**src/rtl/modular_exponentiation_unit_defines.svh**
```systemverilog
// Assertion macros shared by the modular exponentiation unit.
`ifndef MODULAR_EXPONENTIATION_UNIT_DEFINES_SVH
`define MODULAR_EXPONENTIATION_UNIT_DEFINES_SVH

// Same-cycle implication, sampled on aclk, off while aresetn is low.
`define MEXP_ASSERT_NOW(label, ante, cons, msg) \
    label: assert property (@(posedge aclk) disable iff (!aresetn) (ante) |-> (cons)) \
        else $error(msg);

// Next-cycle implication, sampled on aclk, off while aresetn is low.
`define MEXP_ASSERT_NEXT(label, ante, cons, msg) \
    label: assert property (@(posedge aclk) disable iff (!aresetn) (ante) |=> (cons)) \
        else $error(msg);

`endif

```
**src/rtl/mexp_pkg.sv**
```systemverilog
// Shared constants, types and controller/datapath interface for modular exponentiation.
package mexp_pkg;

    localparam int OPERAND_BITS = 31;
    localparam int CNT_W        = $clog2(OPERAND_BITS);

    localparam logic [OPERAND_BITS-1:0] MODULUS_RESET = OPERAND_BITS'(1000000007);

    typedef logic [OPERAND_BITS-1:0] operand_t;

    // Which multiplication the shared shift-add unit performs
    typedef enum logic [1:0] {
        MUL_OP_REDUCE,
        MUL_OP_ACC,
        MUL_OP_SQUARE
    } mul_op_t;

    typedef struct packed {
        logic    load_item;
        logic    mul_start;
        logic    mul_step;
        logic    write_back;
        logic    shift_exp;
        logic    load_result;
        mul_op_t op;
    } mexp_cmd_t;

    typedef struct packed {
        logic mul_last;
        logic exp_zero;
        logic exp_lsb;
    } mexp_status_t;

endpackage

```
**src/rtl/modular_exponentiation_unit.sv**
```systemverilog
// Top level: base^exponent mod modulus by right-to-left square-and-multiply.
//
// Input channel s_valid/s_ready carries s_base_value and s_exponent; an item is
// taken when both are high. Result channel m_valid/m_ready carries m_power_result.
// The modulus register is written by cfg_wr_en/cfg_wr_data; the user must write
// it only while the unit is idle, which the block itself does not enforce.
// A modulus of 0 acts as 1, and a zero exponent returns 1 without reduction.
// One serial shift-add multiplier handles every product, one multiplier bit per
// cycle. The unit first reduces the base, then for each exponent bit up to its
// highest set one squares when the bit is 0, or multiplies and then squares when
// it is 1, and finally presents the result. One item is in work at a time.
// A new item is accepted as soon as the previous result is in the output
// register, even if the receiver has not yet taken it. If m_ready stays low,
// the next item finishes and then waits until the output register is free.
// Reset (aresetn low, synchronous) empties the output, returns the controller
// to idle and sets the modulus to 1000000007.
module modular_exponentiation_unit import mexp_pkg::*; (
    input  logic     aclk,
    input  logic     aresetn,
    input  logic     cfg_wr_en,
    input  operand_t cfg_wr_data,
    input  logic     s_valid,
    output logic     s_ready,
    input  operand_t s_base_value,
    input  operand_t s_exponent,
    output logic     m_valid,
    input  logic     m_ready,
    output operand_t m_power_result
);

    mexp_cmd_t    cmd;
    mexp_status_t status;

    mexp_ctrl u_ctrl (
        .aclk     (aclk),
        .aresetn  (aresetn),
        .s_valid  (s_valid),
        .s_ready  (s_ready),
        .m_valid  (m_valid),
        .m_ready  (m_ready),
        .status_i (status),
        .cmd_o    (cmd)
    );

    mexp_datapath u_datapath (
        .aclk         (aclk),
        .aresetn      (aresetn),
        .cfg_wr_en    (cfg_wr_en),
        .cfg_wr_data  (cfg_wr_data),
        .s_base_value (s_base_value),
        .s_exponent   (s_exponent),
        .cmd_i        (cmd),
        .status_o     (status),
        .result_o     (m_power_result)
    );

endmodule

```
**src/rtl/mexp_datapath.sv**
```systemverilog
// Datapath: operand registers, modulus register and the serial modular multiplier.
`include "modular_exponentiation_unit_defines.svh"

module mexp_datapath import mexp_pkg::*; (
    input  logic         aclk,
    input  logic         aresetn,
    input  logic         cfg_wr_en,
    input  operand_t     cfg_wr_data,
    input  operand_t     s_base_value,
    input  operand_t     s_exponent,
    input  mexp_cmd_t    cmd_i,
    output mexp_status_t status_o,
    output operand_t     result_o
);

    operand_t             modulus_reg;
    operand_t             acc_reg, acc_next;
    operand_t             sq_reg, sq_next;
    operand_t             exp_reg, exp_next;
    operand_t             prod_reg, prod_next;
    operand_t             mplier_reg, mplier_next;
    operand_t             result_reg, result_next;
    logic [CNT_W-1:0]     cnt_reg, cnt_next;

    operand_t             m_eff;
    operand_t             mul_x;
    logic [OPERAND_BITS:0] m_ext, dbl, dbl_red, sum, sum_red;

    // A zero modulus behaves as one
    assign m_eff = (modulus_reg == '0) ? operand_t'(1) : modulus_reg;
    assign m_ext = {1'b0, m_eff};

    always_comb begin
        case (cmd_i.op)
            MUL_OP_REDUCE: mul_x = operand_t'(1);
            MUL_OP_ACC:    mul_x = acc_reg;
            MUL_OP_SQUARE: mul_x = sq_reg;
            default:       mul_x = '0;
        endcase
    end

    // One multiplier bit per cycle, MSB first: prod = 2*prod + bit*x, kept below m.
    // x never exceeds m, so each partial sum stays below 2m.
    always_comb begin
        dbl     = {prod_reg, 1'b0};
        dbl_red = (dbl >= m_ext) ? dbl - m_ext : dbl;
        sum     = dbl_red + (mplier_reg[OPERAND_BITS-1] ? {1'b0, mul_x} : '0);
        sum_red = (sum >= m_ext) ? sum - m_ext : sum;
    end

    always_comb begin
        acc_next    = acc_reg;
        sq_next     = sq_reg;
        exp_next    = exp_reg;
        prod_next   = prod_reg;
        mplier_next = mplier_reg;
        cnt_next    = cnt_reg;
        result_next = result_reg;

        if (cmd_i.load_item) begin
            acc_next = operand_t'(1);
            sq_next  = s_base_value;
            exp_next = s_exponent;
        end
        if (cmd_i.mul_start) begin
            prod_next   = '0;
            mplier_next = sq_reg;
            cnt_next    = CNT_W'(OPERAND_BITS - 1);
        end
        if (cmd_i.mul_step) begin
            prod_next   = sum_red[OPERAND_BITS-1:0];
            mplier_next = {mplier_reg[OPERAND_BITS-2:0], 1'b0};
            cnt_next    = cnt_reg - CNT_W'(1);
        end
        if (cmd_i.write_back) begin
            case (cmd_i.op)
                MUL_OP_ACC: acc_next = sum_red[OPERAND_BITS-1:0];
                default:    sq_next  = sum_red[OPERAND_BITS-1:0];
            endcase
        end
        if (cmd_i.shift_exp) begin
            exp_next = exp_reg >> 1;
        end
        if (cmd_i.load_result) begin
            result_next = acc_reg;
        end
    end

    always_ff @(posedge aclk) begin
        if (!aresetn) begin
            modulus_reg <= MODULUS_RESET;
        end else if (cfg_wr_en) begin
            modulus_reg <= cfg_wr_data;
        end
        acc_reg    <= acc_next;
        sq_reg     <= sq_next;
        exp_reg    <= exp_next;
        prod_reg   <= prod_next;
        mplier_reg <= mplier_next;
        cnt_reg    <= cnt_next;
        result_reg <= result_next;
    end

    assign status_o.mul_last = (cnt_reg == '0);
    assign status_o.exp_zero = (exp_reg == '0);
    assign status_o.exp_lsb  = exp_reg[0];
    assign result_o          = result_reg;

    `MEXP_ASSERT_NEXT(a_prod_reduced, cmd_i.mul_step, prod_reg < m_eff,
        "partial product not reduced below modulus")
    `MEXP_ASSERT_NEXT(a_square_reduced, cmd_i.write_back, sq_reg < m_eff,
        "running square not reduced after write-back")
    `MEXP_ASSERT_NEXT(a_acc_init, cmd_i.load_item, acc_reg == operand_t'(1),
        "accumulator not initialized to one")

endmodule

```
**src/rtl/mexp_ctrl.sv**
```systemverilog
// Controller: sequences base reduction and square-and-multiply over exponent bits.
`include "modular_exponentiation_unit_defines.svh"

module mexp_ctrl import mexp_pkg::*; (
    input  logic         aclk,
    input  logic         aresetn,
    input  logic         s_valid,
    output logic         s_ready,
    output logic         m_valid,
    input  logic         m_ready,
    input  mexp_status_t status_i,
    output mexp_cmd_t    cmd_o
);

    typedef enum logic [2:0] {
        ST_IDLE,
        ST_MUL_START,
        ST_MUL_RUN,
        ST_CHECK,
        ST_FINISH
    } state_t;

    state_t  state_reg, state_next;
    mul_op_t op_reg, op_next;
    logic    out_valid_reg, out_valid_next;

    always_comb begin
        state_next     = state_reg;
        op_next        = op_reg;
        out_valid_next = out_valid_reg && !m_ready;
        cmd_o          = '0;
        cmd_o.op       = op_reg;

        case (state_reg)
            ST_IDLE: begin
                if (s_valid) begin
                    cmd_o.load_item = 1'b1;
                    op_next         = MUL_OP_REDUCE;
                    state_next      = ST_MUL_START;
                end
            end
            ST_MUL_START: begin
                cmd_o.mul_start = 1'b1;
                state_next      = ST_MUL_RUN;
            end
            ST_MUL_RUN: begin
                cmd_o.mul_step = 1'b1;
                if (status_i.mul_last) begin
                    cmd_o.write_back = 1'b1;
                    if (op_reg == MUL_OP_ACC) begin
                        op_next    = MUL_OP_SQUARE;
                        state_next = ST_MUL_START;
                    end else begin
                        cmd_o.shift_exp = (op_reg == MUL_OP_SQUARE);
                        state_next      = ST_CHECK;
                    end
                end
            end
            ST_CHECK: begin
                if (status_i.exp_zero) begin
                    state_next = ST_FINISH;
                end else begin
                    op_next    = status_i.exp_lsb ? MUL_OP_ACC : MUL_OP_SQUARE;
                    state_next = ST_MUL_START;
                end
            end
            ST_FINISH: begin
                // wait for the output register to drain
                if (!out_valid_reg || m_ready) begin
                    cmd_o.load_result = 1'b1;
                    out_valid_next    = 1'b1;
                    state_next        = ST_IDLE;
                end
            end
            default: begin
                state_next = ST_IDLE;
            end
        endcase
    end

    always_ff @(posedge aclk) begin
        if (!aresetn) begin
            state_reg     <= ST_IDLE;
            op_reg        <= MUL_OP_REDUCE;
            out_valid_reg <= 1'b0;
        end else begin
            state_reg     <= state_next;
            op_reg        <= op_next;
            out_valid_reg <= out_valid_next;
        end
    end

    assign s_ready = (state_reg == ST_IDLE);
    assign m_valid = out_valid_reg;

    `MEXP_ASSERT_NEXT(a_busy_after_accept, s_valid && s_ready, !s_ready,
        "input still ready right after taking an item")
    `MEXP_ASSERT_NEXT(a_result_shown, cmd_o.load_result, m_valid,
        "result loaded but not presented")
    `MEXP_ASSERT_NEXT(a_mul_runs_through, cmd_o.mul_step && !status_i.mul_last,
        cmd_o.mul_step, "multiplication stopped before its last bit")

endmodule

```
**config.mk**
```make
export PLATFORM = sky130hd
export DESIGN_NAME = modular_exponentiation_unit
export DESIGN_NICKNAME = d
export VERILOG_FILES = /design/src/rtl/mexp_pkg.sv /design/src/rtl/modular_exponentiation_unit.sv /design/src/rtl/mexp_datapath.sv /design/src/rtl/mexp_ctrl.sv
export VERILOG_INCLUDE_DIRS = /design/src /design/src/rtl
export SDC_FILE = /design/constraint.sdc
export NUM_CORES = 1
export LEC_CHECK = 0
export BUFFER_PORTS_ARGS = -buffer_cell sky130_fd_sc_hd__buf_4
export CAP_MARGIN = 20
export CORE_MARGIN = 3
export CORE_UTILIZATION = 45
export DETAILED_ROUTE_END_ITERATION = 8
export MAX_ROUTING_LAYER = met4
export SYNTH_ARGS = -nofsm -noshare
export SYNTH_HDL_FRONTEND = slang
export SYNTH_SLANG_ARGS = --single-unit
```
**constraint.sdc**
```tcl
create_clock -name aclk -period 18.6 [get_ports aclk]
set_input_delay 1.86 -clock aclk [delete_from_list [all_inputs] [get_ports aclk]]
set_output_delay 1.86 -clock aclk [all_outputs]
set_load 0.01 [all_outputs]
```
=== Yosys cells after proc, flatten, opt, wreduce, memory -nomap -nowiden ===
Index checks and enable logic that the tools add are counted.

* Add/sub/neg operators: 4
* Multiply operators: 0
* Divide/modulo/power cells: 0
* Order comparisons: 2
* Eq/ne operators: 11
* Shift-type cells: 0
* Mux-type cells: 41
* Bitwise logic cells: 0
* Reduce and logical (&&, ||, !) cells: 14

{| class="wikitable"
|+ Operator list
! cell !! count
|-
| two-way mux 31 bit || 13
|-
| one-hot mux 31 bit (3 select lines) || 1
|-
| greater-or-equal comparator 32 x 31 -> 1 bit || 2
|-
| logical NOT 31 bit || 2
|-
| two-way mux 30 bit || 2
|-
| adder 32 x 31 -> 32 bit || 1
|-
| two-way mux 32 bit || 1
|-
| subtractor 32 x 31 -> 32 bit || 1
|-
| subtractor 31 bit || 1
|-
| two-way mux 3 bit || 5
|-
| one-hot mux 3 bit (5 select lines) || 1
|-
| two-way mux 2 bit || 7
|-
| two-way mux 5 bit || 2
|-
| two-way mux 1 bit || 8
|-
| equality test 3 x 2 -> 1 bit (second input constant) || 2
|-
| inequality test 2 bit (second input constant) || 3
|-
| one-hot mux 2 bit (3 select lines) || 1
|-
| logical NOT 5 bit || 1
|-
| AND reduction 5 bit || 1
|-
| subtractor 5 x 1 -> 5 bit (second input constant) || 1
|-
| inequality test 2 x 1 -> 1 bit (second input constant) || 2
|-
| nonzero test 2 bit || 2
|-
| equality test 3 x 1 -> 1 bit (second input constant) || 1
|-
| equality test 3 bit (second input constant) || 1
|-
| 9 further kinds || 10
|}

* Register bits after elaboration: 228
* Bits in latches: 0
* Memory bits (writable): 0
* Bits in read-only memories: 0
* Output and inout bits: 33
* Memories kept: 0

=== Longest topological paths before layout ===
Gate-level depths: netlist (run 1).

* Depth after elaboration: 9
* Gate-level depth with buffers: 35
* Depth with buffers taken out: 34

=== Modules after synthesis ===
A second synthesis (run 1) with hierarchy kept.

* Cells, all modules: 1,652
* Area, all modules: 15,486.1 um^2

{| class="wikitable"
|+ By module, submodules not included
! module !! instances !! cells an instance !! area each (um^2) !! seq. area each (um^2)
|-
| mexp_datapath || 1 || 1,604 || 15,077.0 || 5,715.5
|-
| mexp_ctrl || 1 || 48 || 409.1 || 120.1
|}

=== Worst setup path before layout (run 1) ===
OpenSTA, ideal clock, no wires.

* Path type: reg-to-reg
* Start point: reg u_datapath.modulus_reg[7]
* End point: reg u_datapath.prod_reg[30] (data pin)
* Library setup time: 0.265 ns
* Arrival: 6.577 ns
* Data required time: 18.335 ns
* Setup slack: 11.758 ns
* Stages on the path, launching flop included: 35
* Period minus slack after synthesis: 6.842 ns
* Cell sequence: dfxtp_1 > nor4_1 > nand4_1 > nor2_1 > nor2_2 > fa_1 > a211oi_1 > nor2_1 > o211ai_1 > a31oi_1 > nor2_1 > clkbuf_1 > nand2_1 > o21ai_0 > ha_1 > a211oi_1 > o21ai_0 > a211oi_1 > o21ai_0 > a41oi_1 > o21bai_1 > a21oi_1 > xnor2_1 > ha_1 > and2_1 > nand3_1 > nor3_1 > nand4_1 > a21oi_1 > a2111oi_0 > a21oi_1 > nor3_4 > buf_8 > mux2i_1 > nor2_1

* Word-level cells in the longest chain between the ends: 8
* Elaborated cells between the ends (all ways): 10
* Those cells by class: add/sub (3); order compare (2); mux (4); reduce/logical (1)

{| class="wikitable"
|+ RTL lines
! element !! RTL line !! text
|-
| from (decl) || mexp_datapath.sv:16 || <nowiki>operand_t modulus_reg;</nowiki>
|-
| from (signal assigned) || mexp_datapath.sv:93 || <nowiki>modulus_reg <= cfg_wr_data;</nowiki>
|-
| logical NOT 31 bit || mexp_datapath.sv:30 || <nowiki>assign m_eff = (modulus_reg == '0) ? operand_t'(1) : modulus_reg;</nowiki>
|-
| two-way mux 31 bit * || mexp_datapath.sv:30 ||
|-
| subtractor 32 x 31 -> 32 bit or greater-or-equal comparator 32 x 31 -> 1 bit (tied branches) || mexp_datapath.sv:46 || <nowiki>dbl_red = (dbl >= m_ext) ? dbl - m_ext : dbl;</nowiki>
|-
| two-way mux 32 bit || mexp_datapath.sv:46 ||
|-
| adder 32 x 31 -> 32 bit || mexp_datapath.sv:47 || <nowiki>sum = dbl_red + (mplier_reg[OPERAND_BITS-1] ? {1'b0, mul_x} : '0);</nowiki>
|-
| subtractor 31 bit or greater-or-equal comparator 32 x 31 -> 1 bit (tied branches) || mexp_datapath.sv:48 || <nowiki>sum_red = (sum >= m_ext) ? sum - m_ext : sum;</nowiki>
|-
| two-way mux 31 bit * || mexp_datapath.sv:48 ||
|-
| two-way mux 31 bit * || mexp_datapath.sv:70 || <nowiki>if (cmd_i.mul_step) begin</nowiki>
|-
| to (signal assigned) || mexp_datapath.sv:98 || <nowiki>prod_reg <= prod_next;</nowiki>
|-
| to (decl) || mexp_datapath.sv:20 || <nowiki>operand_t prod_reg, prod_next;</nowiki>
|}

Every way passes the cells marked *; elsewhere a longest branch is shown, timed or not.
A chain may end at the register's enable or synchronous reset.

=== Worst setup path in the final report (run 1) ===
* Start point: reg u_datapath.modulus_reg[30]
* End point: reg u_datapath.prod_reg[23] (data pin)

The elaborated chain is that of the path after synthesis.

==> results of run 1 <==
[worst max-delay path, delay by kind of cell, from the launching register on]
| family | cells | cell delay, ns |
|---|---|---|
| fa+ha+maj | 3 | 1.22 |
| xor+xnor | 1 | 0.25 |
| flops | 1 | 0.33 |
| compound gates | 12 | 2.96 |
| simple gates | 13 | 2.99 |
| mux | 2 | 0.65 |
| buf+inv | 2 | 0.57 |
[kinds of logic after synthesis]
| family | count (synthesis) | synth area share, % |
|---|---|---|
| AO/OA/AOI/OAI | 446 | 20.67 |
| adder cells (fa/ha/maj) | 97 | 8.630 |
| buffers and inverters | 135 | 3.774 |
| multiplexers | 93 | 6.779 |
| AND/OR/NAND/NOR | 415 | 14.52 |
| flip-flops | 228 | 40.74 |
| XOR/XNOR | 80 | 4.892 |
[worst paths after layout]
check	start	to	slack, ns
hold reg to reg	u_datapath.acc_reg[10]	u_datapath.result_o[10]	0.46
setup / recovery	u_datapath.modulus_reg[30]	u_datapath.prod_reg[23]	9.34
setup reg to reg	u_datapath.modulus_reg[30]	u_datapath.prod_reg[23]	9.34
hold / removal	u_datapath.acc_reg[10]	u_datapath.result_o[10]	0.46
[layout make-up]
type | count | area (um2) | share of cell area, %
Clock buffer | 37 | 700.7 | 4.257
Clock inverter | 8 | 90.09 | 0.5474
Sequential cell | 228 | 5836 | 35.46
Timing Repair Buffer | 146 | 1116 | 6.781
Inverter | 60 | 225.2 | 1.368
Multi-Input combinational cell | 1131 | 7993 | 48.56
Antenna cell | 1 | 2.502 | 0.01520
Tap cell | 396 | 495.5 | 3.010
[per-stage QoR]
stage / utilization (%) / setup slack [ns] / area, um2
after detailed placement: 50.46 / 9.411 / 15640
after global placement: 50.46 / 9.475 / 15640
after global routing: 53.11 / 8.602 / 16460
after floorplan: - / 11.76 / 14320
final: 53.11 / 9.336 / 16460
after CTS: 53.01 / 9.408 / 16430
[metal layers]
| layer | share of wire [%] | vias up | track usage (%) | wire [um] |
|---|---|---|---|---|
| met5 | 0 | - | - | 0 |
| met4 | 2.3 | 0 | 5.564 | 972 |
| met3 | 8.4 | 51 | 6.079 | 3611 |
| met2 | 42 | 369 | 36.46 | 17800 |
| met1 | 48 | 5624 | 36.55 | 20460 |
| li1 | - | 5766 | - | - |
[where the power goes]
group          internal (uW)  switching [uW]  total (uW)  leakage [uW]
logic                    543             855        1400       0.00425
clock network            287             201         488      0.000385
registers                621            59.6         681       0.00204
total                   1450            1120        2570       0.00668
[placed cells by master (no fill, tap or decap), types with 32 or more instances in the layout]
cell / netlist / routed
mux2i_1: 61 / 61
a21oi_1: 109 / 109
inv_1: 60 / 60
dfxtp_1: 101 / 101
edfxtp_1: 127 / 127
buf_4: 0 / 145
ha_1: 94 / 94
nor2b_1: 56 / 54
and2_1: 32 / 32
nor2_1: 85 / 81
o21ai_1: 32 / 32
o21ai_0: 57 / 56
nand2_1: 104 / 103
mux2_2: 32 / 32
a21o_1: 33 / 33
xnor2_1: 55 / 55
nand3_1: 46 / 46
a211oi_1: 40 / 40
==> impl_metrics.tcl, run 1 <==
set metrics [dict create \
    status "completed" \
    slew_headroom_pct 33.70 \
    yosysMostFrequentCell "edfxtp_1" \
    period_minus_slack_ns 9.264 \
    ant_nets 0 \
    power_density_mw_per_mm2 156.0 \
    yosysTopAreaCellShare_pct 26.62 \
    synth_top_area_cell "edfxtp_1" \
    synth-seq-area-share_pct 40.74 \
    gp_congestion 0.9136 \
    rows 64 \
    cts-buffers-inserted 25 \
    die_y_um 184.4 \
    irDropWorstVdd_mv 0.08164 \
    viasPerCell 5.884 \
    grt_overflow 0 \
    grt_pass1_vias 11530 \
    wl_per_cell_um 21.35 \
    synth_area_leaders "edfxtp_1 27%, dfxtp_1 14%, ha_1 8.2%" \
    initial_utilization_pct 46.22 \
    ys_types 73 \
    area_growth_pct 14.90 \
    worstHoldPathType "reg -> reg" \
    r2r_cells 33 \
    antenna_found_initial 1 \
    fp.dieW_um 184.4 \
    power.leakage_uw 0.006676 \
    min_path_cells 0 \
    root_buffer "clkbuf_16" \
    synth_area_mm2 0.01432 \
    clk_pin_slew_ns 0.07 \
    slowest_delay_ns 0.77 \
    syn-num-nets 1689 \
    end_kind "flip-flop" \
    dp_hpwl_um 32420 \
    dr_total_vias 11810 \
    postCtsSetupRepairBufs 0 \
    max-cap-violations 0 \
    critPathSlowestCell "nor3_4" \
    rsz0062_at_grt "no" \
    total_power_uw 2567 \
    hold_ws_ns 0.4628 \
    instances_no_fill 2007 \
    cp.required_ns 18.87 \
    crit_fanout 21 \
    ys_ff_latch 228 \
    synth_flop_cell "edfxtp_1" \
    die-area_mm2 0.03401 \
    syn_avg_cell_area_um2 9.588 \
    async_flop_share_pct 0 \
    path_class "reg -> reg" \
    slew_viol_final 0 \
    cts.sinks 228 \
    cts_max_path_buffers 3 \
    synth_edf_count 127 \
    ctsResizeCount 0 \
    worstMarginPinSlew_ns 0.9946 \
    yosys_warnings 0 \
    fill_cells 2847 \
    grt_max_degree 67 \
    drtIter0Drc 943 \
    synthCells 1494 \
    drtPass1Iterations 5 \
    clk_latency_ns 0.53 \
    cts_hold_buf 0 \
    crit_top_cell "a21oi_1" \
    pin_count 131 \
    core_mm2 0.03099 \
    setup_viol_count_final 0 \
    max_freq_ghz 0.1079 \
    startpoint_type "flip-flop" \
    grt_pass1_wl_um 65750 \
    dp_cells 1960 \
    synth_common_cells "127 x edfxtp_1, 109 x a21oi_1, 104 x nand2_1, 101 x dfxtp_1, 94 x ha_1" \
    drt-total-wl_um 42840 \
    cts_tree "built" \
    crit_arrival_ns 9.53 \
    fin_skew_ns 0.01392 \
    hold_viol_final 0 \
    final_nets 1787 \
    numPortBuffers 130 \
    tns_ns 0 \
    drive_gt1_share_pct 14.60 \
    post-route-period-util_pct 49.80 \
    post-route-drc-count 0 \
    track_usage_pct 25.43 \
    h-tree-depth 1 \
]
No activity file was read; power rests on OpenSTA's default activity.
==> run 2: changes to the inputs <==
clock period = 8.85 ns   (was 18.6 ns; I/O delays follow)
==> impl_metrics.tcl, run 2 (same netlist as run 1, synthesis figures left out) <==
set metrics [dict create \
    status "completed" \
    dp_hpwl_um 32120 \
    track_usage_pct 24.88 \
    grt_pass1_vias 11260 \
    initial_utilization_pct 46.22 \
    cts-buffers-inserted 26 \
    viasPerCell 5.866 \
    numPortBuffers 130 \
    crit_arrival_ns 8.56 \
    dp_cells 1961 \
    clk_pin_slew_ns 0.06 \
    h-tree-depth 1 \
    cp_top_family "compound AO/OA/AOI/OAI gates" \
    final_common_cell "buf_4" \
    final_util_pct 53.62 \
    drtPass1Iterations 5 \
    end_kind "flip-flop" \
    cp.required_ns 9.12 \
    slowest_delay_ns 0.45 \
    power_density_mw_per_mm2 332.7 \
    cts.sinks 228 \
    min_path_cells 0 \
    max-cap-violations 0 \
    cts_max_path_buffers 3 \
    die_y_um 184.4 \
    hold_ws_ns 0.4564 \
    fp.dieW_um 184.4 \
    irDropWorstVdd_mv 0.1626 \
    power.leakage_uw 0.006758 \
    antenna_found_initial 1 \
    root_buffer "clkbuf_16" \
    gp_congestion 0.9402 \
    r2r_cells 34 \
    num_antenna_cells 0 \
    post-route-drc-count 0 \
    cts_tree "built" \
    clk_latency_ns 0.55 \
    rrSetupSlack_ns 0.57 \
    worstMarginPinSlew_ns 1.063 \
    layout_common_cells "147 x buf_4, 127 x edfxtp_1, 109 x a21oi_1" \
    final_nets 1792 \
    cp.buffers_inverters 3 \
    fill_cells 2845 \
    total_power_uw 5528 \
    rows 64 \
    period_minus_slack_ns 8.283 \
    path_class "reg -> reg" \
    critPathLaunch "u_datapath.modulus_reg[30]" \
    pin_count 131 \
    grt_max_degree 67 \
    r2r_end "u_datapath.prod_reg[12]" \
    core_mm2 0.03099 \
    wl_per_cell_um 20.75 \
    grt_overflow 0 \
    top_usage_layer "met1" \
    slew_viol_final 0 \
    path_depth 34 \
    max_freq_ghz 0.1207 \
    grtUsageMet1_pct 37.03 \
    setup_viol_count_final 0 \
    die-area_mm2 0.03401 \
    startpoint_type "flip-flop" \
    grt_pass1_wl_um 64550 \
    fin_skew_ns 0.01453 \
    post-route-period-util_pct 93.60 \
    drt-total-wl_um 41780 \
    ant_nets 0 \
    dr_total_vias 11810 \
    grt_use_met2_pct 35.74 \
    slew_headroom_pct 28.94 \
    drive_gt1_share_pct 15.52 \
    grt_use_met3_pct 4.283 \
    worstHoldPathType "reg -> reg" \
    cts_hold_buf 0 \
    timing.rr.start "u_datapath.modulus_reg[30]" \
    crit_fanout 28 \
    area_growth_pct 16.00 \
    critPathSlowestCell "fa_1" \
    rsz0062_at_grt "no" \
    instances_no_fill 2013 \
    endpoint "u_datapath.prod_reg[12]" \
    hold_viol_final 0 \
    tns_ns 0 \
    crit_top_cell "a21oi_1" \
    drtIter0Drc 712 \
]
==> run 2: changes by cell type in the layout (fill, tap and decap cells not counted), sizes merged, moves of 2 or more <==
| cell | delta |
|---|---|
| buf | +4 |
| clkbuf | +2 |
| clkinv | -2 |
| inv | +3 |
==> run 2: through the flow <==
step	cell area [um2]	setup WS (ns)
3_5_place_dp	15660	0.1930
6_report	16620	0.5665
5_1_grt	16620	0.01884
2_1_floorplan	14320	2.008
4_1_cts	16560	0.1404
3_3_place_gp	15660	0.2782
==> run 2: metal layers <==
| metal | vias up | wire length (um) |
|---|---|---|
| li1 | 5778 | - |
| met2 | 347 | 17420 |
| met1 | 5640 | 20550 |
| met4 | 0 | 785 |
| met5 | - | 0 |
| met3 | 43 | 3016 |
==> run 2: worst register-to-register path: cells and delay by family (launching register included) <==
family | cells | cell delay (ns)
XOR/XNOR | 1 | 0.20
multiplexers | 2 | 0.65
buffers and inverters | 3 | 0.47
flip-flops | 1 | 0.34
adder cells (fa/ha/maj) | 3 | 1.17
AO/OA/AOI/OAI | 12 | 2.94
AND/OR/NAND/NOR | 13 | 2.27
==> run 2: area by class of cell <==
cell class / instances / area, um2 / area share, %
Multi-Input combinational cell: 1131 / 8003 / 48.16
Sequential cell: 228 / 5836 / 35.12
Inverter: 60 / 225.2 / 1.355
Clock inverter: 9 / 88.84 / 0.5346
Tap cell: 396 / 495.5 / 2.982
Clock buffer: 39 / 813.3 / 4.895
Timing Repair Buffer: 150 / 1155 / 6.950
==> run 2: worst min-delay path by stage <==
stage	start	endpoint
after global placement	u_datapath.acc_reg[25]	u_datapath.result_o[25]
after floorplan	u_datapath.acc_reg[0]	u_datapath.result_o[0]
final	u_datapath.acc_reg[23]	u_datapath.result_o[23]
after detailed placement	u_datapath.acc_reg[23]	u_datapath.result_o[23]
after global routing	u_datapath.acc_reg[26]	u_datapath.result_o[26]
after CTS	u_datapath.acc_reg[23]	u_datapath.result_o[23]
==> run 2: repair_timing <==
item,4_1_cts,5_1_grt
buffers inserted,0,4
gates resized for setup,0,3
hold endpoints to repair,0,0
setup endpoints to repair,0,93
==> run 2: where the power goes <==
part           switching [uW]  internal [uW]  total [uW]
sequential                121           1310        1430
combinational            1810           1170        2990
clock                     448            668        1120
total                    2380           3150        5530
